===== config.mk =====
export PLATFORM = sky130hd
export DESIGN_NAME = lbih_ctrl
export DESIGN_NICKNAME = d
export VERILOG_FILES = /design/src/lbih_pkg.sv /design/src/lbih_ctrl.sv
export SDC_FILE = /design/constraint.sdc
export NUM_CORES = 1
export LEC_CHECK = 0
export BUFFER_PORTS_ARGS = -buffer_cell sky130_fd_sc_hd__buf_2
export CORE_AREA = 5 5 42 44
export CTS_CLUSTER_DIAMETER = 40
export DETAILED_ROUTE_END_ITERATION = 16
export DIE_AREA = 0 0 47 49
export HOLD_SLACK_MARGIN = 0.05
export PLACE_DENSITY = 0.42
export SETUP_SLACK_MARGIN = 0.1
export SLEW_MARGIN = 30
export SYNTH_ARGS = -nofsm -noshare
export SYNTH_HDL_FRONTEND = slang
export SYNTH_SLANG_ARGS = --single-unit
export TNS_END_PERCENT = 20

===== constraint.sdc =====
create_clock -name clk -period 1.16 [get_ports clk]
set_input_delay 0.232 -clock clk [delete_from_list [all_inputs] [get_ports clk]]
set_output_delay 0.232 -clock clk [all_outputs]
set_load 0.05 [all_outputs]

===== src/lbih_pkg.sv =====
// package: shared constants, types and command codes for the lsh bucket index hash block
`default_nettype none
package lbih_pkg;

  // sizing of the key store and counters
  localparam int MAX_HASHES = 8;
  localparam int MAX_TABLES = 64;
  localparam int KEY_DEPTH  = MAX_HASHES * MAX_TABLES;
  localparam int KEY_W      = (KEY_DEPTH > 1) ? $clog2(KEY_DEPTH) : 1;
  localparam int HPOS_W     = (MAX_HASHES > 1) ? $clog2(MAX_HASHES) : 1;
  localparam int TPOS_W     = (MAX_TABLES > 1) ? $clog2(MAX_TABLES) : 1;
  localparam int KCNT_W     = $clog2(MAX_HASHES + 1);
  localparam int LCNT_W     = $clog2(MAX_TABLES + 1);

  // fixed field widths
  localparam int SLOT_W     = 9;
  localparam int WORD_W     = 32;
  localparam int TNUM_W     = 6;
  localparam int BIDX_W     = 30;
  localparam int HASHES_W   = 4;
  localparam int TABLES_W   = 7;
  localparam int RANGE_W    = 5;
  localparam int CFG_IDX_W  = 2;
  localparam int CFG_DATA_W = 7;

  localparam int FOLD_SHIFT = 13;
  localparam int RANGE_MAX  = 30;

  // reset values of the configuration registers
  localparam logic [HASHES_W-1:0] HASHES_RST = 4'd4;
  localparam logic [TABLES_W-1:0] TABLES_RST = 7'd8;
  localparam logic [RANGE_W-1:0]  RANGE_RST  = 5'd22;

  // input command codes
  localparam logic CMD_LOAD = 1'b0;
  localparam logic CMD_HASH = 1'b1;

  // configuration register indexes
  typedef enum logic [CFG_IDX_W-1:0] {
    CFG_HASHES = 2'd0,
    CFG_TABLES = 2'd1,
    CFG_RANGE  = 2'd2
  } cfg_idx_t;

  // controller to datapath
  typedef struct packed {
    logic load_key;
    logic take_hash;
    logic mul1;
    logic mul2;
    logic acc;
  } dp_cmd_t;

  // datapath to controller
  typedef struct packed {
    logic table_end;
    logic out_free;
  } dp_status_t;

endpackage
`default_nettype wire


===== src/lbih_ctrl.sv =====
// controller: sequences each hash beat through key fetch, two multiplies and accumulate; a load beat is taken in idle
`default_nettype none
module lbih_ctrl (
  input  wire logic                 clk,
  input  wire logic                 rst,
  input  wire logic                 in_valid,
  input  wire logic                 in_command,
  output logic                      in_ready,
  input  wire lbih_pkg::dp_status_t status,
  output lbih_pkg::dp_cmd_t         cmd
);
  typedef enum logic [3:0] {
    S_IDLE = 4'b0001,
    S_MUL1 = 4'b0010,
    S_MUL2 = 4'b0100,
    S_ACC  = 4'b1000
  } state_t;

  state_t state;
  state_t state_next;
  logic   accept;

  assign in_ready = (state == S_IDLE);
  assign accept   = in_valid && in_ready;

  // next state and commands
  always_comb begin
    state_next    = state;
    cmd           = '0;
    case (state)
      S_IDLE: begin
        if (accept) begin
          if (in_command == lbih_pkg::CMD_LOAD) begin
            cmd.load_key = 1'b1;
          end else begin
            cmd.take_hash = 1'b1;
            state_next    = S_MUL1;
          end
        end
      end
      S_MUL1: begin
        cmd.mul1   = 1'b1;
        state_next = S_MUL2;
      end
      S_MUL2: begin
        cmd.mul2   = 1'b1;
        state_next = S_ACC;
      end
      S_ACC: begin
        // a table result waits for the output register to free up
        if (!status.table_end || status.out_free) begin
          cmd.acc    = 1'b1;
          state_next = S_IDLE;
        end
      end
      default: begin
        state_next = S_IDLE;
      end
    endcase
  end

  // state register
  always_ff @(posedge clk) begin
    if (rst) begin
      state <= S_IDLE;
    end else begin
      state <= state_next;
    end
  end
endmodule
`default_nettype wire


==> flow_summary.yaml, run 1 <==
die:
  ioPinCount: 12
  die_h_um: 49
  initial_core_util_pct: 16.7
  rows: 14
  die_w_um: 47
  core-area_mm2: 0.00140
  dieArea_mm2: 0.00230
grt:
  grt_max_degree: 7
  grt_use_total_pct: 7.47
  gr-total-overflow: 0
  antenna_found_initial: 0
  first_global_vias: 298
  grt_pass1_wl_mm: 1.23
synth:
  netlist_area_um2: 234
  synth_area_per_cell_um2: 9.75
  synthCells: 24
  ys_types: 19
  synth-seq-cells: 4
  ys_seq_area_share_pct: 34.2
  ys_warn_count: 0
  syn_nets: 30
critical_path:
  path_delay_family: "flip-flops"
  path_common_cell: "buf_6"
  crit_path_start_kind: "flip-flop"
  worstPathRequired_ps: 930
  critPathBufInv: 2
  cp_slowest_stage_delay_ps: 360
  crit_type: "reg2out"
  cp_max_fo: 4
  cp_cell_sequence: "buf_6 -> nor2b_4 -> nor3b_4 -> buf_6"
  worstPathArrival_ps: 1260
  slowest_stage: "dfxtp_2"
  worst-path-stages: 4
  reg2reg_depth: 4
  end_kind: "output port"
outcome:
  failed_checks: "setup timing"
  outcome: "complete, but fails checks"
timing:
  setup_ws_ps: -337
  finClkSkew_ps: 0.910
  fin_crit_sh_pct: 129
  finalSetupTns_ps: -1860
  drv_slew: 0
  rsz0062_at_grt: "yes"
  post-route-min-period_ps: 1500
  max_freq_ghz: 0.668
  tightest_slew_ps: 277
  hold_viol_final: 0
  setup_viol: 7
  max_slew_margin_pct: 81.6
  whs_ps: 207
power:
  powerDensity_mw_per_mm2: 880
  p_sw_share_pct: 27.6
  power_frac_clock_pct: 41.2
  switchingPower_w: 0.000113
  p_comb_share_pct: 23.0
  vdd_ir_drop_max_v: 0.000419
  p_leak_nw: 0.187
  p_total_w: 0.000409
  power_frac_seq_pct: 35.8
  p_int_w: 0.000296
cts:
  clockRootBuffer: "clkbuf_4"
  clk_path_buf_depth: 2
  clk_latency_ps: 230
  clkSinkCount: 4
  cts-hold-fix-buffers: 0
  cts_tree: "done"
  cts_max_level: 1
  cts_buffers: 3
  clkTransAtPathRegs_ps: 30
finish:
  reg.largest.list: "state x4"
  final_common_cell: "buf_6"
  drive_gt1_share_pct: 73.2
  layout.nets: 49
  fin_cells: 57
  final_cell_mix: "buf_6, buf_2, dfxtp_2"
  design_area_um2: 464
  syn2layout_area_growth_pct: 98.4
  diodes: 0
  largest-register: "state"
  largest_reg_flops: 4
place:
  gp_congestion: 0.779
  hpwl_um: 519
  post_dp_cell_area_um2: 367
  numPortBuffers: 11
  dp_cells: 54
drt:
  via_per_inst: 4.35
  drt_first_pass_iters: 2
  wl_met3_um: 39
  wl_per_cell_um: 12.7
  drt_iter0_markers: 3
  antenna_left: 0
  wl_met2_um: 365
  dr.max_layer_used: "met4"
  wirelength_um: 723
  drc_errors: 0
  wl_met1_um: 300
  vias: 248
hold_path:
  hold_depth: 2
  min_path_type: "in2reg"
run:
  drv_cap: 0
==> synth_stat cells (all sizes together) <==
| library cell | count | area, um^2 |
|---|---|---|
| nor2 | 3 | 11.3 |
| nor4bb | 1 | 10.0 |
| a2111oi | 1 | 10.0 |
| nor2b | 2 | 15.0 |
| buf | 1 | 7.51 |
| and4b | 1 | 10.0 |
| nor4 | 1 | 6.26 |
| a31oi | 1 | 6.26 |
| nor3b | 1 | 7.51 |
| nand2 | 1 | 3.75 |
| and3 | 1 | 6.26 |
| or3 | 1 | 6.26 |
| dfxtp | 4 | 80.1 |
| nand2b | 1 | 6.26 |
| o21ai | 1 | 5.00 |
| nor4b | 2 | 38.8 |
| inv | 1 | 3.75 |
==> power by group through the flow <==
stage	Combinational (W)	Sequential, W	Clock [W]
6_report	0.0000939	0.000146	0.000168
5_1_grt	0.0000996	0.000146	0.000194
4_1_cts	0.0000910	0.000146	0.000181
3_5_place_dp	0.0000816	0.000148	0
3_3_place_gp	0.0000799	0.000148	0
2_1_floorplan	0.0000495	0.000151	0
==> cells by family after synthesis <==
family / after synthesis / share of synthesized area (%)
and+or+nand+nor: 15 / 51.9
AOI/OAI and AO/OA: 3 / 9.09
DFF: 4 / 34.2
buffers and inverters: 2 / 4.81
==> through the flow <==
step	setup slack [ps]	utilization, %
finish	-337	33.1
global route	-423	33.1
CTS	-347	31.3
detailed placement	-232	26.2
global placement	-210	26.2
floorplan	-660	-
==> routing by layer <==
metal	GRT usage (%)	vias to the layer above
li1	-	125
met1	8.59	113
met2	11.1	8
met3	1.11	2
met4	6.91	0
met5	0	-
==> final timing paths <==
check                     endpoint  slack, ps                   from
max reg2reg  state[0]$_SDFFE_PP1P_        -10  state[3]$_SDFFE_PP0P_
min          state[2]$_SDFFE_PP0P_        210                    rst
min reg2reg  state[2]$_SDFFE_PP0P_        590  state[0]$_SDFFE_PP1P_
max                         cmd[1]       -340  state[2]$_SDFFE_PP0P_
==> area by class of cell <==
| cell class | instances | area [um^2] |
|---|---|---|
| Fill cell | 160 | 937 |
| Multi-Input combinational cell | 18 | 209 |
| Timing Repair Buffer | 15 | 124 |
| Sequential cell | 4 | 85.1 |
| Clock buffer | 3 | 22.5 |
| Tap cell | 16 | 20.0 |
| Inverter | 1 | 3.75 |
==> what timing repair did <==
action	in CTS	in global routing
pin swaps	4	0
resized for setup	14	4
buffers inserted	0	0
endpoints found under the setup margin	8	9
Note: power is estimated with default switching activity, not from simulation.
==> run 2, diff against run 1 <==
--- a/config.mk
+++ b/config.mk
@@ -5,6 +5,7 @@
 export SDC_FILE = /design/constraint.sdc
 export NUM_CORES = 1
 export LEC_CHECK = 0
+export ABC_AREA = 1
 export BUFFER_PORTS_ARGS = -buffer_cell sky130_fd_sc_hd__buf_2
 export CORE_AREA = 5 5 42 44
 export CTS_CLUSTER_DIAMETER = 40
==> run 2 against run 1 <==
Effect of this change:
- sequential share of layout area up 0.47 points
- core utilization down 1.8 points
- count of clock-buffer cells in the layout unchanged
- the flow still finishes with violations (setup timing)
- maximum frequency up 9.3%
- highest routed layer is now met3
- global-route usage down 0.92 points
- synthesized area up 0.54%
- non-clock buffer count up 1
- first-iteration DRC count down 100%
- final cell count up 21%
- clock power about the same
- clock skew up 2.4 ps
==> flow_summary.yaml, run 2 <==
critical_path:
  worstPathRequired_ps: 930
  worstPathArrival_ps: 1140
  r2r_slack_ps: -80
  crit_type: "reg2out"
  critPathBufInv: 1
  cp_slowest_stage_delay_ps: 330
  end_kind: "output port"
  cp_cell_sequence: "nor2_4 -> nand3_4 -> nor3_4 -> buf_6"
  cp_max_fo: 6
  slowest_stage: "dfxtp_2"
  path_delay_family: "simple AND/OR/NAND/NOR gates"
  crit_path_start_kind: "flip-flop"
timing:
  tightest_slew_ps: 204
  hold_viol_final: 0
  setup_viol: 7
  drv_slew: 0
  post-route-min-period_ps: 1370
  fin_crit_sh_pct: 118
  setup_ws_ps: -209
  max_slew_margin_pct: 86.4
  max_freq_ghz: 0.731
  finClkSkew_ps: 3.28
  rsz0062_at_grt: "yes"
  whs_ps: 216
grt:
  first_global_vias: 284
  grt_pass1_wl_mm: 1.07
  grt_use_total_pct: 6.55
  grt_max_degree: 7
  antenna_found_initial: 0
  gr-total-overflow: 0
die:
  initial_core_util_pct: 16.8
  die_h_um: 49
  die_w_um: 47
  rows: 14
  core-area_mm2: 0.00140
  dieArea_mm2: 0.00230
  ioPinCount: 12
finish:
  syn2layout_area_growth_pct: 86.7
  design_area_um2: 439
  largest-register: "state"
  layout.nets: 61
  final_cell_mix: "inv_1, buf_4, buf_2, buf_6"
  fin_cells: 69
  nFillCells: 169
  reg.largest.list: "state x4"
  drive_gt1_share_pct: 54.7
  final_common_cell: "inv_1"
  diodes: 0
  largest_reg_flops: 4
power:
  p_comb_share_pct: 32.1
  vdd_ir_drop_max_v: 0.000627
  switchingPower_w: 0.000144
  p_int_w: 0.000324
  p_leak_nw: 0.241
  power_frac_seq_pct: 32.4
  power_frac_clock_pct: 35.5
  p_total_w: 0.000468
  powerDensity_mw_per_mm2: 1070
  p_sw_share_pct: 30.7
drt:
  antenna_left: 0
  wirelength_um: 618
  via_per_inst: 3.91
  vias: 270
  drt_iter0_markers: 0
  drc_errors: 0
  wl_per_cell_um: 8.96
  drt_first_pass_iters: 1
place:
  numPortBuffers: 11
  gp_congestion: 0.701
  dp_cells: 64
  post-place-ws_ps: -98.0
  hpwl_um: 484
  post_dp_cell_area_um2: 364
cts:
  clkTransAtPathRegs_ps: 40
  clk_latency_ps: 230
  clk_path_buf_depth: 2
  cts_max_level: 1
  clkSinkCount: 4
  cts_buffers: 3
  cts_tree: "done"
  clockRootBuffer: "clkbuf_4"
synth:
  syn_nets: 41
  yosys.cell_count.top_type: "inv_1"
  synth_top_family_by_area: "simple AND/OR/NAND/NOR gates"
  netlist_area_um2: 235
  synth_top_area_cell: "dfxtp_1"
  synth_area_per_cell_um2: 6.72
  netlist.area_leader.share_pct: 34.0
  synth-adder-area-share_pct: 0
  synth-main-ff-cell: "dfxtp_1"
  ys_warn_count: 0
  synthTopCellsByCount: "inv_1, nor2_1, dfxtp_1"
  synthCells: 35
  synth-simple-area-share_pct: 38.3
  ys_types: 13
  synthTopCellsByArea: "dfxtp_1, inv_1, nor2_1, nand3_1, nor4_2"
  synth-seq-cells: 4
  muxShareOfSynthArea_pct: 0
  synth_compound_area_share_pct: 6.91
  synth_edf_count: 0
  synth_xor_area_share_pct: 0
  ys_seq_area_share_pct: 34.0
  async_reset_ff_share_pct: 0
outcome:
  failed_checks: "setup timing"
  outcome: "complete, but fails checks"
run:
  drv_cap: 0
hold_path:
  min_path_type: "in2reg"
-- run 2: power by group through the flow --
stage	clock network [W]	registers (W)	logic (W)
finish	0.000166	0.000152	0.000150
global route	0.000191	0.000152	0.000163
CTS	0.000178	0.000150	0.000145
detailed placement	0	0.000152	0.000123
global placement	0	0.000153	0.000123
floorplan	0	0.000151	0.0000894
-- run 2: cell type report --
cell class | instances | area, um^2 | area share (%)
clock buffer | 3 | 22.5 | 5.13
inverter | 11 | 41.3 | 9.40
multi-input combinational | 19 | 146 | 33.3
sequential | 4 | 82.6 | 18.8
tap | 16 | 20.0 | 4.56
timing repair buffer | 16 | 126 | 28.8
-- run 2: per-layer routing --
metal | share of wire, % | global-route usage, % | vias to the layer above
met1 | 42 | 7.91 | 115
met3 | 12 | 5.90 | 0
met5 | 0 | 0 | -
met4 | 0 | 1.38 | 0
met2 | 46 | 8.60 | 13
li1 | - | - | 142
-- run 2: through the flow --
stage	utilization [%]	TNS, ps
finish	31.3	-1040
detailed placement	26.0	-153
global placement	26.0	-185
CTS	30.4	-1140
floorplan	-	-242
global route	31.3	-1730
-- run 2: cells by family (layout without fill, tap and decap cells) --
logic type             Yosys count  in the layout
AO/OA/AOI/OAI                    2              2
buffers and inverters           12             30
flip-flops                       4              4
AND/OR/NAND/NOR                 17             17
-- run 2: worst paths after layout --
check	from	end	cells after the start
hold reg to reg	state[3]$_SDFFE_PP0P_	state[1]$_SDFFE_PP0P_	3
hold / removal	rst	state[2]$_SDFFE_PP0P_	2
setup / recovery	state[2]$_SDFFE_PP0P_	cmd[3]	4
setup reg to reg	state[2]$_SDFFE_PP0P_	state[0]$_SDFFE_PP1P_	8
-- run 2: worst reg2reg max path, cell delays in order, from the launching register on --
cell and delay, ps:
dfxtp_2 330, nor2_4 130, nand3_4 130, buf_4 160, buf_4 110, buf_4 120
o21bai_2 90, inv_1 40, nand2_1 60
-- run 2: timing repair --
| item | in CTS | in global routing |
|---|---|---|
| hold buffers | 0 | 0 |
| resized for setup | 11 | 2 |
| pin swaps | 3 | 0 |
| endpoints found under the setup margin | 6 | 8 |
| setup buffers | 1 | 1 |
==> run 3, diff against run 2 <==
==> constraint.sdc (replaced) <==
create_clock -name clk -period 1.5 [get_ports clk]
set_input_delay 0.3 -clock clk [delete_from_list [all_inputs] [get_ports clk]]
set_output_delay 0.3 -clock clk [all_outputs]
set_load 0.05 [all_outputs]
==> run 3 against run 2 <==
Effect of this change:
- the run now ends clean
- wire length decreased by 13%
- final cell count is 5.8% lower
- via count is 7.4% lower
- non-clock buffer count down 4
- clock skew down 3.0 ps
- worst hold slack improved by 60 ps
- count of clock-buffer cells in the layout is the same
- die area did not move
- critical endpoint unchanged
- largest cell class unchanged
==> flow_summary.yaml, run 3 (same netlist as run 2, synthesis figures left out) <==
outcome:
  outcome: "finished clean"
critical_path:
  r2r_slack_ps: 510
  worstPathRequired_ps: 1200
  end_kind: "output port"
  r2r-end: "state[0]$_SDFFE_PP1P_"
  crit_type: "reg2out"
  cp_max_fo: 5
  reg2reg_depth: 6
  worstPathArrival_ps: 1120
  crit_end: "cmd[3]"
  crit_path_start_kind: "flip-flop"
  reg2reg_from: "state[3]$_SDFFE_PP0P_"
  startpoint: "state[3]$_SDFFE_PP0P_"
drt:
  drc_errors: 0
  via_per_inst: 3.85
  vias: 250
  drt_first_pass_iters: 2
  drt_iter0_markers: 7
  wl_per_cell_um: 8.31
  wirelength_um: 540
  antenna_left: 0
power:
  powerDensity_mw_per_mm2: 828
  p_leak_nw: 0.220
  p_total_w: 0.000353
  vdd_ir_drop_max_v: 0.000250
run:
  drv_cap: 0
timing:
  rsz0062_at_grt: "yes"
  finClkSkew_ps: 0.244
  drv_slew: 0
  hold_viol_final: 0
  finalSetupTns_ps: 0
  max_freq_ghz: 0.704
  fin_crit_sh_pct: 94.7
  setup_viol: 0
  max_slew_margin_pct: 86.2
  post-route-min-period_ps: 1420
  tightest_slew_ps: 207
  setup_ws_ps: 79.8
finish:
  largest-register: "state"
  drive_gt1_share_pct: 61.2
  diodes: 0
  reg.largest.list: "state x4"
  final_cell_mix: "inv_1, buf_2, buf_6"
  layout.nets: 57
  design_area_um2: 427
  syn2layout_area_growth_pct: 81.4
  final_common_cell: "inv_1"
  largest_reg_flops: 4
place:
  post-place-ws_ps: 163
  post_dp_cell_area_um2: 313
  hpwl_um: 418
  gp_congestion: 0.683
  numPortBuffers: 11
cts:
  clk_latency_ps: 230
  clk_path_buf_depth: 2
  clkSinkCount: 4
  cts_tree: "done"
  cts_buffers: 3
  clockRootBuffer: "clkbuf_4"
  cts_max_level: 1
  clkTransAtPathRegs_ps: 30
die:
  core-area_mm2: 0.00140
  die_w_um: 47
  die_h_um: 49
  dieArea_mm2: 0.00230
  initial_core_util_pct: 16.8
  rows: 14
  ioPinCount: 12
grt:
  grt_pass1_wl_um: 876
  grt_max_degree: 7
  first_global_vias: 233
  grt_use_total_pct: 5.49
  antenna_found_initial: 0
  gr-total-overflow: 0
hold_path:
  min_path_type: "in2reg"
## run 3: worst min path at each step
stage	cells past startpoint	startpoint	to	slack (ps)
floorplan	1	rst	state[3]$_SDFFE_PP0P_	370
global placement	2	rst	state[3]$_SDFFE_PP0P_	520
detailed placement	2	rst	state[3]$_SDFFE_PP0P_	520
CTS	2	rst	state[3]$_SDFFE_PP0P_	280
global route	2	rst	state[1]$_SDFFE_PP0P_	280
finish	2	rst	state[3]$_SDFFE_PP0P_	280
## run 3: stage by stage
step                      utilization (%)  cells  hold slack, ps
after global routing                 30.4     65             283
after global placement               22.3     61             524
after detailed placement             22.3     61             523
after CTS                            25.5     64             276
final                                30.4     65             277
after floorplan                         -     35             369
## run 3: where the power goes
group	total, W	internal [W]	switching (W)
Sequential	0.000117	0.000112	0.00000514
Combinational	0.000106	0.0000410	0.0000653
Clock	0.000130	0.0000893	0.0000404
## run 3: worst max-delay path: stages, from the launching register on
cell,delay (ps)
dfxtp_2,320
nor2_4,130
nand3_4,120
nor3_4,140
buf_6,180
## run 3: what timing repair did
action                     CTS  global route
cloned                       0             0
hold buffers                 0             0
gates resized for setup      6            23
buffers inserted             0             1
setup endpoints to repair    6             6
pin swaps                    1             4
## run 3: layout make-up
type                            count  area (um^2)
Clock buffer                        3         22.5
Fill cell                         176          975
Inverter                           11         41.3
Multi-Input combinational cell     19          154
Sequential cell                     4         85.1
Tap cell                           16         20.0
Timing Repair Buffer               12          104
## run 3: routing by layer
| metal | global-route usage, % | part of all wire [%] | vias up |
|---|---|---|---|
| met4 | 5.53 | 0 | 0 |
| met3 | 2.58 | 12 | 0 |
| li1 | - | - | 134 |
| met2 | 6.79 | 45 | 12 |
| met1 | 6.35 | 42 | 104 |
| met5 | 0 | 0 | - |
